--- src/pdpm_pkg.sv ---
package pdpm_pkg;

  // Storage sizes. The dictionary depth is a power of two, so addresses wrap
  // by truncation.
  localparam int DICT_BYTES = 128;
  localparam int DICT_AW    = $clog2(DICT_BYTES);
  localparam int MAX_TOKEN  = 32;
  localparam int TOK_IW     = $clog2(MAX_TOKEN);
  localparam int TLEN_W     = TOK_IW + 1;
  // A code index reaches the token length plus two.
  localparam int CODE_IW    = TLEN_W + 1;
  localparam int BITPOS_W   = CODE_IW + 3;

  // Request codes.
  typedef enum logic [1:0] {
    REQ_LOAD   = 2'd0,
    REQ_APPEND = 2'd1,
    REQ_LOOKUP = 2'd2
  } req_e;

  // Result status codes.
  typedef enum logic [1:0] {
    ST_MATCH = 2'd0,
    ST_FAIL  = 2'd1,
    ST_EMPTY = 2'd2
  } status_e;

  // Which code of the current entry is being fetched.
  typedef enum logic [1:0] {
    KIND_LEN   = 2'd0,
    KIND_CLS   = 2'd1,
    KIND_CHAR  = 2'd2,
    KIND_EXACT = 2'd3
  } kind_e;

  // Source of the dictionary read address.
  typedef enum logic [1:0] {
    RD_HEAD   = 2'd0,
    RD_FIRST  = 2'd1,
    RD_SECOND = 2'd2
  } rd_sel_e;

  // Commands from the controller to the datapath.
  typedef struct packed {
    logic    take;
    logic    walk_init;
    rd_sel_e rd_sel;
    kind_e   kind;
    logic    cap_hi;
    logic    use_code;
    logic    match;
    logic    next_word;
    logic    out_load;
  } cmd_t;

  // Status from the datapath to the controller.
  typedef struct packed {
    logic tlen_zero;
    logic words_done;
    logic char_bad;
    logic char_last;
    logic past_end;
    logic found;
    logic out_free;
  } sts_t;

endpackage

--- src/pdpm_ifs.sv ---
// Request channel: one word is a load, an append or a lookup.
interface pdpm_req_if;
  logic       valid;
  logic       ready;
  logic [1:0] req_type;
  logic [6:0] dict_addr;
  logic [7:0] dict_byte;
  logic [7:0] token_char;

  modport source (output valid, req_type, dict_addr, dict_byte, token_char, input ready);
  modport sink (input valid, req_type, dict_addr, dict_byte, token_char, output ready);
endinterface

// Response channel: one word per lookup.
interface pdpm_rsp_if;
  logic       valid;
  logic       ready;
  logic [1:0] status;
  logic [7:0] word_index;
  logic [7:0] word_class;
  logic       exact_match;

  modport source (output valid, status, word_index, word_class, exact_match, input ready);
  modport sink (input valid, status, word_index, word_class, exact_match, output ready);
endinterface

--- src/pdpm_ram.sv ---
module pdpm_ram #(
  parameter int WIDTH = 8,
  parameter int DEPTH = 128
) (
  input  logic                     clk_i,
  input  logic                     we_i,
  input  logic [$clog2(DEPTH)-1:0] waddr_i,
  input  logic [WIDTH-1:0]         wdata_i,
  input  logic [$clog2(DEPTH)-1:0] raddr_i,
  output logic [WIDTH-1:0]         rdata_o
);

  logic [WIDTH-1:0] mem_q [DEPTH];

  // One write port and one registered read port.
  always_ff @(posedge clk_i) begin
    if (we_i) begin
      mem_q[waddr_i] <= wdata_i;
    end
    rdata_o <= mem_q[raddr_i];
  end

endmodule

--- src/pdpm_ctrl.sv ---
module pdpm_ctrl (
  input  logic           clk_i,
  input  logic           rst_ni,
  input  logic           in_valid_i,
  input  logic [1:0]     req_type_i,
  input  pdpm_pkg::sts_t sts_i,
  output logic           in_ready_o,
  output pdpm_pkg::cmd_t cmd_o
);

  typedef enum logic [3:0] {
    S_IDLE, S_HEAD, S_COUNT, S_WORD, S_FA, S_FB, S_FD, S_MATCH, S_NEXT, S_FIN
  } state_e;

  state_e          state_q;
  pdpm_pkg::kind_e kind_q;

  assign in_ready_o = (state_q == S_IDLE);

  // Commands decoded from the current state.
  always_comb begin
    cmd_o           = '0;
    cmd_o.kind      = kind_q;
    cmd_o.rd_sel    = pdpm_pkg::RD_FIRST;
    cmd_o.take      = in_valid_i && (state_q == S_IDLE);
    cmd_o.walk_init = (state_q == S_COUNT);
    cmd_o.cap_hi    = (state_q == S_FB);
    cmd_o.use_code  = (state_q == S_FD);
    cmd_o.match     = (state_q == S_MATCH);
    cmd_o.next_word = (state_q == S_NEXT);
    cmd_o.out_load  = (state_q == S_FIN) && sts_i.out_free;
    if (state_q == S_HEAD) begin
      cmd_o.rd_sel = pdpm_pkg::RD_HEAD;
    end else if (state_q == S_FB) begin
      cmd_o.rd_sel = pdpm_pkg::RD_SECOND;
    end
  end

  // Sequencer for the dictionary walk.
  always_ff @(posedge clk_i or negedge rst_ni) begin
    if (!rst_ni) begin
      state_q <= S_IDLE;
      kind_q  <= pdpm_pkg::KIND_LEN;
    end else begin
      unique case (state_q)
        S_IDLE: begin
          if (in_valid_i && (req_type_i == pdpm_pkg::REQ_LOOKUP)) begin
            state_q <= sts_i.tlen_zero ? S_FIN : S_HEAD;
          end
        end
        S_HEAD:  state_q <= S_COUNT;
        S_COUNT: state_q <= S_WORD;
        S_WORD: begin
          if (sts_i.words_done) begin
            state_q <= S_FIN;
          end else begin
            kind_q  <= pdpm_pkg::KIND_LEN;
            state_q <= S_FA;
          end
        end
        S_FA: state_q <= S_FB;
        S_FB: state_q <= S_FD;
        S_FD: begin
          unique case (kind_q)
            pdpm_pkg::KIND_LEN: begin
              kind_q  <= pdpm_pkg::KIND_CHAR;
              state_q <= S_FA;
            end
            pdpm_pkg::KIND_CHAR: begin
              if (sts_i.char_bad) begin
                state_q <= S_NEXT;
              end else if (sts_i.char_last) begin
                kind_q  <= pdpm_pkg::KIND_CLS;
                state_q <= S_FA;
              end else begin
                state_q <= S_FA;
              end
            end
            pdpm_pkg::KIND_CLS: begin
              if (sts_i.past_end) begin
                state_q <= S_MATCH;
              end else begin
                kind_q  <= pdpm_pkg::KIND_EXACT;
                state_q <= S_FA;
              end
            end
            default: state_q <= S_MATCH;
          endcase
        end
        S_MATCH: state_q <= sts_i.found ? S_FIN : S_NEXT;
        S_NEXT:  state_q <= S_WORD;
        S_FIN: begin
          if (sts_i.out_free) begin
            state_q <= S_IDLE;
          end
        end
        default: state_q <= S_IDLE;
      endcase
    end
  end

endmodule

--- src/pdpm_dp.sv ---
module pdpm_dp (
  input  logic           clk_i,
  input  logic           rst_ni,
  input  pdpm_pkg::cmd_t cmd_i,
  output pdpm_pkg::sts_t sts_o,
  input  logic           cfg_we_i,
  input  logic [4:0]     cfg_wdata_i,
  input  logic [1:0]     req_type_i,
  input  logic [6:0]     dict_addr_i,
  input  logic [7:0]     dict_byte_i,
  input  logic [7:0]     token_char_i,
  input  logic           rsp_ready_i,
  output logic           rsp_valid_o,
  output logic [1:0]     status_o,
  output logic [7:0]     word_index_o,
  output logic [7:0]     word_class_o,
  output logic           exact_match_o
);

  localparam int AW = pdpm_pkg::DICT_AW;
  localparam int TW = pdpm_pkg::TLEN_W;
  localparam int KW = pdpm_pkg::CODE_IW;
  localparam int BW = pdpm_pkg::BITPOS_W;

  logic [4:0]    wec_q;
  logic [7:0]    tok_q [pdpm_pkg::MAX_TOKEN];
  logic [TW-1:0] tlen_q;
  logic [7:0]    nwords_q, w_q, idx_q;
  logic [AW-1:0] base_q;
  logic [4:0]    len_q, cand_cls_q, cls_q;
  logic [TW-1:0] j_q;
  logic [7:0]    hi_q;
  logic          cand_ex_q, ex_q, found_q, amb_q, out_valid_q;

  logic          we, append;
  logic [AW-1:0] raddr, addr_a;
  logic [7:0]    rdata;
  logic [KW-1:0] k;
  logic [BW-1:0] bitpos;
  logic [15:0]   pair;
  logic [3:0]    rsh;
  logic [4:0]    code;
  logic          code_end;
  logic [7:0]    adv_sum;
  logic [7:0]    len_p2;

  // Decode of an accepted request word.
  always_comb begin
    we     = 1'b0;
    append = 1'b0;
    if (cmd_i.take) begin
      case (req_type_i)
        pdpm_pkg::REQ_LOAD:   we = 1'b1;
        pdpm_pkg::REQ_APPEND: append = (token_char_i != 8'h00) && (token_char_i != 8'hff)
                                       && (tlen_q < TW'(pdpm_pkg::MAX_TOKEN));
        default: ;
      endcase
    end
  end

  // Code index of the current fetch and its bit position in the entry.
  always_comb begin
    case (cmd_i.kind)
      pdpm_pkg::KIND_LEN:  k = '0;
      pdpm_pkg::KIND_CLS:  k = KW'(1);
      pdpm_pkg::KIND_CHAR: k = KW'(j_q) + KW'(2);
      default:             k = KW'(tlen_q) + KW'(2);
    endcase
    bitpos = (BW'(k) << 2) + BW'(k);
    addr_a = base_q + AW'(bitpos[BW-1:3]);
    case (cmd_i.rd_sel)
      pdpm_pkg::RD_HEAD:   raddr = '0;
      pdpm_pkg::RD_SECOND: raddr = addr_a + AW'(1);
      default:             raddr = addr_a;
    endcase
  end

  pdpm_ram #(.WIDTH(8), .DEPTH(pdpm_pkg::DICT_BYTES)) u_dict (
    .clk_i   (clk_i),
    .we_i    (we),
    .waddr_i (AW'(dict_addr_i)),
    .wdata_i (dict_byte_i),
    .raddr_i (raddr),
    .rdata_o (rdata)
  );

  // Extract the 5-bit code from the two fetched bytes.
  always_comb begin
    pair     = {hi_q, rdata};
    rsh      = 4'd11 - {1'b0, bitpos[2:0]};
    code     = 5'(pair >> rsh);
    code_end = (code == 5'd0) || (code == wec_q);
    len_p2   = {3'b000, len_q} + 8'd2;
    adv_sum  = (len_p2 << 2) + len_p2 + 8'd7;
  end

  assign sts_o.tlen_zero  = (tlen_q == '0);
  assign sts_o.words_done = (w_q >= nwords_q);
  assign sts_o.char_bad   = (32'(j_q) >= 32'(len_q)) || code_end
                            || (tok_q[j_q[pdpm_pkg::TOK_IW-1:0]] != {3'b000, code});
  assign sts_o.char_last  = ((j_q + TW'(1)) == tlen_q);
  assign sts_o.past_end   = (32'(tlen_q) >= 32'(len_q));
  assign sts_o.found      = found_q;
  assign sts_o.out_free   = !out_valid_q || rsp_ready_i;

  assign rsp_valid_o = out_valid_q;

  // Token store.
  always_ff @(posedge clk_i) begin
    if (append) begin
      tok_q[tlen_q[pdpm_pkg::TOK_IW-1:0]] <= token_char_i;
    end
  end

  // Walk registers.
  always_ff @(posedge clk_i) begin
    if (cmd_i.walk_init) begin
      nwords_q <= rdata;
      w_q      <= '0;
      base_q   <= AW'(1);
    end
    if (cmd_i.cap_hi) begin
      hi_q <= rdata;
    end
    if (cmd_i.use_code) begin
      case (cmd_i.kind)
        pdpm_pkg::KIND_LEN: begin
          len_q <= code;
          j_q   <= '0;
        end
        pdpm_pkg::KIND_CHAR: j_q <= j_q + TW'(1);
        pdpm_pkg::KIND_CLS: begin
          cand_cls_q <= code;
          cand_ex_q  <= 1'b1;
        end
        default: cand_ex_q <= code_end;
      endcase
    end
    if (cmd_i.match && !found_q) begin
      idx_q <= w_q;
      cls_q <= cand_cls_q;
      ex_q  <= cand_ex_q;
    end
    if (cmd_i.next_word) begin
      w_q    <= w_q + 8'd1;
      base_q <= base_q + AW'(adv_sum[7:3]);
    end
    if (cmd_i.out_load) begin
      if (tlen_q == '0) begin
        status_o      <= pdpm_pkg::ST_EMPTY;
        word_index_o  <= 8'h00;
        word_class_o  <= 8'h00;
        exact_match_o <= 1'b0;
      end else if (!found_q || amb_q) begin
        status_o      <= pdpm_pkg::ST_FAIL;
        word_index_o  <= 8'hff;
        word_class_o  <= 8'hff;
        exact_match_o <= 1'b0;
      end else begin
        status_o      <= pdpm_pkg::ST_MATCH;
        word_index_o  <= idx_q;
        word_class_o  <= {3'b000, cls_q};
        exact_match_o <= ex_q;
      end
    end
  end

  // Control registers: end code, token length, match flags, output valid.
  always_ff @(posedge clk_i or negedge rst_ni) begin
    if (!rst_ni) begin
      wec_q       <= 5'd31;
      tlen_q      <= '0;
      found_q     <= 1'b0;
      amb_q       <= 1'b0;
      out_valid_q <= 1'b0;
    end else begin
      if (cfg_we_i) begin
        wec_q <= cfg_wdata_i;
      end
      if (append) begin
        tlen_q <= tlen_q + TW'(1);
      end else if (cmd_i.out_load) begin
        tlen_q <= '0;
      end
      if (cmd_i.walk_init) begin
        found_q <= 1'b0;
        amb_q   <= 1'b0;
      end else if (cmd_i.match) begin
        if (found_q) begin
          amb_q <= 1'b1;
        end
        found_q <= 1'b1;
      end
      if (cmd_i.out_load) begin
        out_valid_q <= 1'b1;
      end else if (rsp_ready_i) begin
        out_valid_q <= 1'b0;
      end
    end
  end

endmodule

--- src/packed_dictionary_prefix_matcher_unit.sv ---
// Keyword lookup over a packed dictionary of 5-bit codes.
// Request channel (req_i): a load word writes one dictionary byte, an append
// word adds one character to the token unless it is 00 or ff or the token is
// full, and a lookup word compares the token as a prefix against the words,
// stops at a second match and then clears the token.
// Response channel (rsp_o): one word per lookup with status, word index,
// class and exact flag; loads and appends give no response.
// Configuration: cfg_we_i writes the word end code from cfg_wdata_i.
// Loads and appends are taken whenever the block is idle. A lookup first
// reads the word count and then walks the words; every 5-bit code needs two
// reads of the single dictionary read port and a decode step. A word is left
// at its first failing character; a matching word also fetches its class,
// and one more code when the exact test needs it. The response is valid in
// the cycle after it is loaded. The next request is taken once the lookup
// has placed its response in the output register. Reset clears the token
// and the output valid flag and sets the end code to 31; the dictionary and
// token contents are undefined until written. While the receiver stalls, the
// response holds in the output register; loads and appends are still taken
// until a further lookup is taken, and that lookup waits for the slot.
module packed_dictionary_prefix_matcher_unit (
  input  logic              clk_i,
  input  logic              rst_ni,
  pdpm_req_if.sink          req_i,
  pdpm_rsp_if.source        rsp_o,
  input  logic              cfg_we_i,
  input  logic [4:0]        cfg_wdata_i
);

  pdpm_pkg::cmd_t cmd;
  pdpm_pkg::sts_t sts;

  pdpm_ctrl u_ctrl (
    .clk_i      (clk_i),
    .rst_ni     (rst_ni),
    .in_valid_i (req_i.valid),
    .req_type_i (req_i.req_type),
    .sts_i      (sts),
    .in_ready_o (req_i.ready),
    .cmd_o      (cmd)
  );

  pdpm_dp u_dp (
    .clk_i         (clk_i),
    .rst_ni        (rst_ni),
    .cmd_i         (cmd),
    .sts_o         (sts),
    .cfg_we_i      (cfg_we_i),
    .cfg_wdata_i   (cfg_wdata_i),
    .req_type_i    (req_i.req_type),
    .dict_addr_i   (req_i.dict_addr),
    .dict_byte_i   (req_i.dict_byte),
    .token_char_i  (req_i.token_char),
    .rsp_ready_i   (rsp_o.ready),
    .rsp_valid_o   (rsp_o.valid),
    .status_o      (rsp_o.status),
    .word_index_o  (rsp_o.word_index),
    .word_class_o  (rsp_o.word_class),
    .exact_match_o (rsp_o.exact_match)
  );

`ifndef SYNTHESIS
  // A response is loaded only into a free output slot.
  a_load_free: assert property (@(posedge clk_i) disable iff (!rst_ni)
    cmd.out_load |-> sts.out_free) else $error("response loaded over a pending one");

  // A lookup always leaves an empty token behind.
  a_token_cleared: assert property (@(posedge clk_i) disable iff (!rst_ni)
    cmd.out_load |=> sts.tlen_zero) else $error("token not cleared after lookup");

  // No request is taken while a lookup finishes.
  a_no_take_on_load: assert property (@(posedge clk_i) disable iff (!rst_ni)
    cmd.out_load |-> !req_i.ready) else $error("request taken during lookup");
`endif

endmodule

--- src/flat_wrapper.sv ---
// flat-port wrapper written by rule: the top's interface ports become plain ports
module packed_dictionary_prefix_matcher_unit_flat 
  (clk_i, rst_ni, cfg_we_i, cfg_wdata_i, req_i_valid, req_i_req_type, req_i_dict_addr, req_i_dict_byte, req_i_token_char, req_i_ready, rsp_o_valid, rsp_o_status, rsp_o_word_index, rsp_o_word_class, rsp_o_exact_match, rsp_o_ready);
  pdpm_req_if req_i_i ();
  pdpm_rsp_if rsp_o_i ();
  input  logic clk_i;
  input  logic rst_ni;
  input  logic cfg_we_i;
  input  logic [4:0] cfg_wdata_i;
  input wire logic [$bits(req_i_i.valid)-1:0] req_i_valid;
  input wire logic [$bits(req_i_i.req_type)-1:0] req_i_req_type;
  input wire logic [$bits(req_i_i.dict_addr)-1:0] req_i_dict_addr;
  input wire logic [$bits(req_i_i.dict_byte)-1:0] req_i_dict_byte;
  input wire logic [$bits(req_i_i.token_char)-1:0] req_i_token_char;
  output wire logic [$bits(req_i_i.ready)-1:0] req_i_ready;
  output wire logic [$bits(rsp_o_i.valid)-1:0] rsp_o_valid;
  output wire logic [$bits(rsp_o_i.status)-1:0] rsp_o_status;
  output wire logic [$bits(rsp_o_i.word_index)-1:0] rsp_o_word_index;
  output wire logic [$bits(rsp_o_i.word_class)-1:0] rsp_o_word_class;
  output wire logic [$bits(rsp_o_i.exact_match)-1:0] rsp_o_exact_match;
  input wire logic [$bits(rsp_o_i.ready)-1:0] rsp_o_ready;
  assign req_i_i.valid = req_i_valid;
  assign req_i_i.req_type = req_i_req_type;
  assign req_i_i.dict_addr = req_i_dict_addr;
  assign req_i_i.dict_byte = req_i_dict_byte;
  assign req_i_i.token_char = req_i_token_char;
  assign req_i_ready = req_i_i.ready;
  assign rsp_o_valid = rsp_o_i.valid;
  assign rsp_o_status = rsp_o_i.status;
  assign rsp_o_word_index = rsp_o_i.word_index;
  assign rsp_o_word_class = rsp_o_i.word_class;
  assign rsp_o_exact_match = rsp_o_i.exact_match;
  assign rsp_o_i.ready = rsp_o_ready;
  packed_dictionary_prefix_matcher_unit u_core (.clk_i(clk_i), .rst_ni(rst_ni), .req_i(req_i_i), .rsp_o(rsp_o_i), .cfg_we_i(cfg_we_i), .cfg_wdata_i(cfg_wdata_i));
endmodule
--- config.mk ---
export PLATFORM = sky130hd
export DESIGN_NAME = packed_dictionary_prefix_matcher_unit_flat
export DESIGN_NICKNAME = d
export VERILOG_FILES = /design/src/pdpm_pkg.sv /design/src/pdpm_ifs.sv /design/src/pdpm_ram.sv /design/src/pdpm_ctrl.sv /design/src/pdpm_dp.sv /design/src/packed_dictionary_prefix_matcher_unit.sv /design/src/flat_wrapper.sv
export SDC_FILE = /design/constraint.sdc
export NUM_CORES = 1
export LEC_CHECK = 0
export ABC_AREA = 0
export BUFFER_PORTS_ARGS = -buffer_cell sky130_fd_sc_hd__buf_2
export CORE_MARGIN = 5
export CORE_UTILIZATION = 40
export CTS_CLUSTER_DIAMETER = 30
export DETAILED_ROUTE_END_ITERATION = 12
export PLACE_DENSITY = 0.63
export SYNTH_ARGS = -nofsm -noshare
export SYNTH_HDL_FRONTEND = slang
export SYNTH_SLANG_ARGS = --single-unit
--- constraint.sdc ---
create_clock -name clk_i -period 6.6 [get_ports clk_i]
set_input_delay 0.66 -clock clk_i [delete_from_list [all_inputs] [get_ports clk_i]]
set_output_delay 0.66 -clock clk_i [all_outputs]
set_load 0.03 [all_outputs]
======== Word level (Yosys, flattened, before mapping) ========
Memories as Yosys holds them, arrays and structs flattened. A register that Yosys moved wholly into a read port is not among the register bits.
Cells that the tools add are included.
operators by class
  equality and inequality tests ........... 25
  add/subtract/negate cells ............... 13
  reduce and logical (&&, ||, !) cells .... 37
  bitwise gates (word level) .............. 1
  shift-type cells ........................ 1
  multiplexer cells ....................... 46
  order comparisons ....................... 4
operators with widths
  cell                                            number
  case mux 4 bit (9 select lines)                 1
  two-way mux 8 bit                               4
  case mux 7 bit (3 select lines)                 1
  two-way mux 4 bit                               5
  two-way mux 1 bit                               17
  == test 4 x 3 -> 1 bit (second input constant)  4
  right shift 16 x 4 -> 5 bit                     1
  adder 6 x 2 -> 7 bit (second input constant)    2
  two-way mux 2 bit                               7
  two-way mux 7 bit                               2
  case mux 7 bit (2 select lines)                 1
  nonzero test 2 bit                              7
  adder 6 x 1 -> 6 bit (second input constant)    2
  >= comparator 6 x 5 -> 1 bit                    2
  two-way mux 6 bit                               2
  case mux 4 bit (3 select lines)                 1
  case mux 6 bit (2 select lines)                 1
  AND reduction 2 bit                             6
  adder 9 x 7 -> 10 bit                           1
  != test 3 bit (second input constant)           3
  adder 8 x 1 -> 8 bit (second input constant)    1
  adder 8 x 3 -> 8 bit (second input constant)    1
  adder 8 x 6 -> 8 bit                            1
  == test 4 x 2 -> 1 bit (second input constant)  2
  33 further kinds                                52
storage, ports and cells
  flip-flop bits (word level) ............. 101
  input port bits ......................... 35
  output and inout bits ................... 21
  memory bits (writable) .................. 1,280
  memories kept ........................... 2
  logic and storage cells ................. 151
memories
  memory                    words  width  read ports  clocked after Yosys merged registers in  write ports  line            text
  u_core.u_dp.u_dict.mem_q  128    8      1           1                                        1            pdpm_ram.sv:13  logic [WIDTH-1:0] mem_q [DEPTH];
  u_core.u_dp.tok_q         32     8      1           1                                        1            pdpm_dp.sv:26   logic [7:0] tok_q [pdpm_pkg::MAX_TOKEN];

======== Depth between registers and ports, before layout ========
  depth in word-level cells ............... 12
  depth in mapped cells ................... 32

======== Hierarchy ========
Synthesis repeated with hierarchy kept, for this count alone.
unflattened totals
  cells, all modules ...................... 2,781
  area, all modules ....................... 56,290.2 sq um
modules (own cells, without submodules)
  module     times used  area an instance (sq um)  cells each
  pdpm_ram   1           39,665.5                  1,635
  pdpm_dp    1           16,005.4                  1,076
  pdpm_ctrl  1           619.3                     70

======== Worst setup path before layout ========
Ideal clock, no wire load.
  path type ............................... flip-flop to flip-flop
  from .................................... register u_core.u_ctrl.kind_q[0]
  to ...................................... register u_core.u_dp.u_dict.rdata_o[3] (read register of u_core.u_dp.u_dict.mem_q)
  setup time .............................. 122 ps
  slack ................................... 784 ps
  data required time ...................... 6,478 ps
  arrival ................................. 5,695 ps
  period minus slack after synthesis ...... 5,816 ps
  path buffers ............................ 4
  stages on the path, launching flop included .. 27
  cell sequence ........................... dfrtp_1 inv_1 ha_1 buf_4 clkbuf_1 clkbuf_1 o21ai_0 ha_1 xnor2_1 o21ai_0 inv_1 fa_1 nor2b_1 o21ai_0 nand2_1 a21o_1 nand2_1 mux2i_1 ha_1 or4b_2 nand4_1 xor2_1 mux2i_2 inv_2 buf_2 mux2_2 a221o_1
on the way
  longest elaborated chain between the ends .. 6
RTL lines
  item                                         line             text
  start, declared                              pdpm_ctrl.sv:16  pdpm_pkg::kind_e kind_q;
  start signal, assigned                       pdpm_ctrl.sv:43  kind_q <= pdpm_pkg::KIND_LEN;
  start signal, assigned                       pdpm_ctrl.sv:57  kind_q <= pdpm_pkg::KIND_LEN;
  start signal, assigned                       pdpm_ctrl.sv:66  kind_q <= pdpm_pkg::KIND_CHAR;
  == test 2 bit, or another cell as far along  pdpm_dp.sv:63    case (cmd_i.kind)
  case mux 7 bit (3 select lines) *            pdpm_dp.sv:63
  adder 9 x 7 -> 10 bit *                      pdpm_dp.sv:69    bitpos = (BW'(k) << 2) + BW'(k);
  adder 7 bit *                                pdpm_dp.sv:70    addr_a = base_q + AW'(bitpos[BW-1:3]);
  adder 7 x 1 -> 7 bit                         pdpm_dp.sv:73    pdpm_pkg::RD_SECOND: raddr = addr_a + AW'(1);
  case mux 7 bit (2 select lines) *            pdpm_dp.sv:71    case (cmd_i.rd_sel)
  end, declared                                pdpm_ram.sv:10   output logic [WIDTH-1:0] rdata_o
Every way passes the cells marked *; elsewhere a longest branch is shown, timed or not.
A chain may end at the register's enable or synchronous reset.

======== Worst setup path after layout ========
Same ends and word-level chain as after synthesis.

==> out/qor.csv <==
metric;value;unit
synth_cells;4295;
synthFlopType;edfxtp_1;
cts_root_buf;clkbuf_16;
antenna_found_initial;2;
drive_gt1_share;16.2;%
min_period;6260;ps
cp_data_required_time;7410;ps
intPower;25800;uW
placed_area;61300;sq um
grt-ovfl-total;0;
synth_top_cell_by_area;edfxtp_1;
cts_buffers;306;
initial_utilization;40.2;%
p_leak;0.0254;uW
syn_to_final_growth;22.4;%
hp-class;in -> reg;
clock_sinks;1391;
cts_tree;built;
crit_type;reg -> reg;
synth_top_family_by_area;simple AND/OR/NAND/NOR gates;
synth_top_area_share;69.9;%
p_per_area;565;nW/um^2
hold_ws;155;ps
dp_hpwl;92100;um
synth_edf_count;1358;
portBuffers;55;
pwr-share-seq;25.3;%
cts.clk_slew.worst_paths;40;ps
clkPwrFrac;36.9;%
setup.worst_path.end_class;register;
postRouteAntennaNets;0;
synthXorXnorAreaFrac;0.690;%
dr.pass1.iters;6;
synth_cell_types;84;
coreArea;145000;sq um
cts-htree-levels;5;
place.gp.congestion;0.904;
tightest_slew;1130;ps
arrival;7060;ps
drtIter0Drc;3605;
vias_per_cell;5.53;
hold_viol;0;
synth_common_cells;edfxtp_1 (1358), nand2_1 (1014), nand3_1 (258);
place_inst;6144;
setup_tns;0;ps
crit_path_start_kind;register;
swShare;36.1;%
grt_max_degree;84;
yosys.area_share.simple;13.2;%
maxCapViolations;0;
power.switching;14600;uW
instances_no_fill;6690;
final_area;71500;sq um
outcome;complete, no violations;
drc;0;
synth_most_common_cell;edfxtp_1;
power;40400;uW
postSynthAreaPerCell;13.6;sq um
die_area;154000;sq um
ys_seq_elements;1391;
combPwrFrac;37.8;%
rows;140;
async_reset_ff_share;1.44;%
fin_skew;84.8;ps
fin_nets;4638;
report.final.setup_viol;0;
routed_wl;154000;um
fillers;12200;
max-vdd-ir-drop;611;uV
ys_seq_area_share;71.2;%
grt_usage;19.9;%
rrSetupSlack;340;ps
synthMuxAreaShare;5.67;%
clk_latency;890;ps
syn-num-nets;4389;
slew_violations;0;
die_h;392;um
yosys_warnings;0;
clock.fmax;160;MHz
synth_fa_ha_area_share;1.30;%
crit_fanout;43;
yosys-top-cells-area;edfxtp_1 (70%), nand2_1 (6.5%), mux2i_1 (3.4%);
rsz0062_at_grt;false;
grt_pass1_vias;36900;
synth_compound_area_share;5.50;%
fp.dieW;392;um
max_slew_margin;24.3;%
fin_crit_sh;94.8;%
ios;56;
wl_per_cell;23.1;um
clk_path_buf_depth;4;
vias;37000;
grt_pass1_wl;232000;um
syn_area;58400;sq um
per-stage QoR:
step	utilization (%)	setup WS, ps
floorplan	-	784
global placement	42.1	239
detailed placement	42.1	223
CTS	49.1	196
global route	49.2	9.91
finish	49.2	342
flip-flops by register name, indices dropped and copies added (netlist names), 6 cells and up, named ones only:
| register | count |
|---|---|
| u_core.u_dp.tlen_q | 6 |
| u_core.u_dp.j_q | 6 |
| u_core.u_dp.u_dict.rdata_o | 8 |
| u_core.u_dp.idx_q | 8 |
| u_core.u_dp.word_index_o | 8 |
| u_core.u_dp.base_q | 7 |
| u_core.u_dp.u_dict.mem_q | 1024 |
| u_core.u_dp.nwords_q | 8 |
| u_core.u_dp.w_q | 8 |
| u_core.u_dp.hi_q | 8 |
| u_core.u_dp.tok_q | 256 |
worst max-delay path, cell delays in order, from the launching register on:
cell,delay [ps]
dfrtp_1,390
inv_1,130
ha_1,220
buf_6,220
nand2_1,70
o21ai_0,110
ha_1,260
xor2_1,160
nand2_1,60
o21ai_0,110
inv_1,100
fa_1,510
inv_1,40
ha_1,200
fa_1,520
ha_1,310
nand2_1,150
mux2_8,430
buf_12,260
buf_12,260
buf_12,220
nand2_1,60
and3_1,150
a31oi_1,210
mux2i_1,120
mux2i_1,480
mux2_2,270
a221o_1,120
cell type report:
class                   instances  area (sq um)  share of cell area [%]
flip-flops and latches       1391         41600                    58.1
multi-input cells            2600         15500                    21.7
clock buffers                 357          8030                    11.2
well taps                    1917          2400                    3.36
clock inverters               179          2100                    2.94
repair buffers                199          1700                    2.38
inverters                      46           173                   0.242
diodes                          1          2.50                 0.00350
path summary, 6_finish.rpt:
| check | startpoint | endpoint | cells past startpoint |
|---|---|---|---|
| setup / recovery | u_core.u_ctrl.kind_q[0] | u_core.u_dp.u_dict.rdata_o[3] | 27 |
| hold / removal | cfg_we_i | u_core.u_dp.wec_q[1] | 2 |
| setup reg to reg | u_core.u_ctrl.kind_q[0] | u_core.u_dp.u_dict.rdata_o[3] | 27 |
| hold reg to reg | u_core.u_dp.cand_cls_q[0] | u_core.u_dp.cls_q[0] | 0 |
| max in group asynchronous | rst_ni | u_core.u_ctrl.kind_q[0] | 2 |
| min in group asynchronous | rst_ni | u_core.u_ctrl.state_q[3] | 2 |
routing by layer:
layer  vias up  GRT usage, %  part of all wire [%]
met2      1635          31.2                    47
met4         0          7.05                   2.9
li1      16600             -                     -
met5         -             0                     0
met1     18500          27.3                    42
met3       299          4.46                   8.0
repair_timing:
action / 4_1_cts / 5_1_grt
hold endpoints to repair: 20 / 0
gates resized for setup: 0 / 4
hold buffers: 6 / 0
setup endpoints to repair: 0 / 8
setup buffers: 0 / 3
cell usage in the layout, fill, tap and decap left out, types with 47 or more instances in the layout:
cell type,instances
a31oi_1,107
and3_1,139
buf_2,47
buf_4,120
clkbuf_16,311
edfxtp_1,1358
ha_1,56
mux2i_1,194
nand2_1,1012
nand3_1,257
nor2_1,220
o21ai_0,59
power by group through the flow:
stage | sequential, uW | combinational [uW] | clock, uW
6_report | 10200 | 15300 | 14900
5_1_grt | 10200 | 16400 | 15600
4_1_cts | 10200 | 15100 | 15100
3_5_place_dp | 10400 | 15000 | 0
3_3_place_gp | 10400 | 14900 | 0
2_1_floorplan | 10200 | 9680 | 0
kinds of logic after synthesis:
family	Yosys count
adder cells (fa/ha/maj)	59
multiplexers	270
AO/OA/AOI/OAI	448
XOR/XNOR	46
flip-flops	1391
AND/OR/NAND/NOR	1777
buffers and inverters	304
Note: power is estimated with default switching activity, not from simulation.
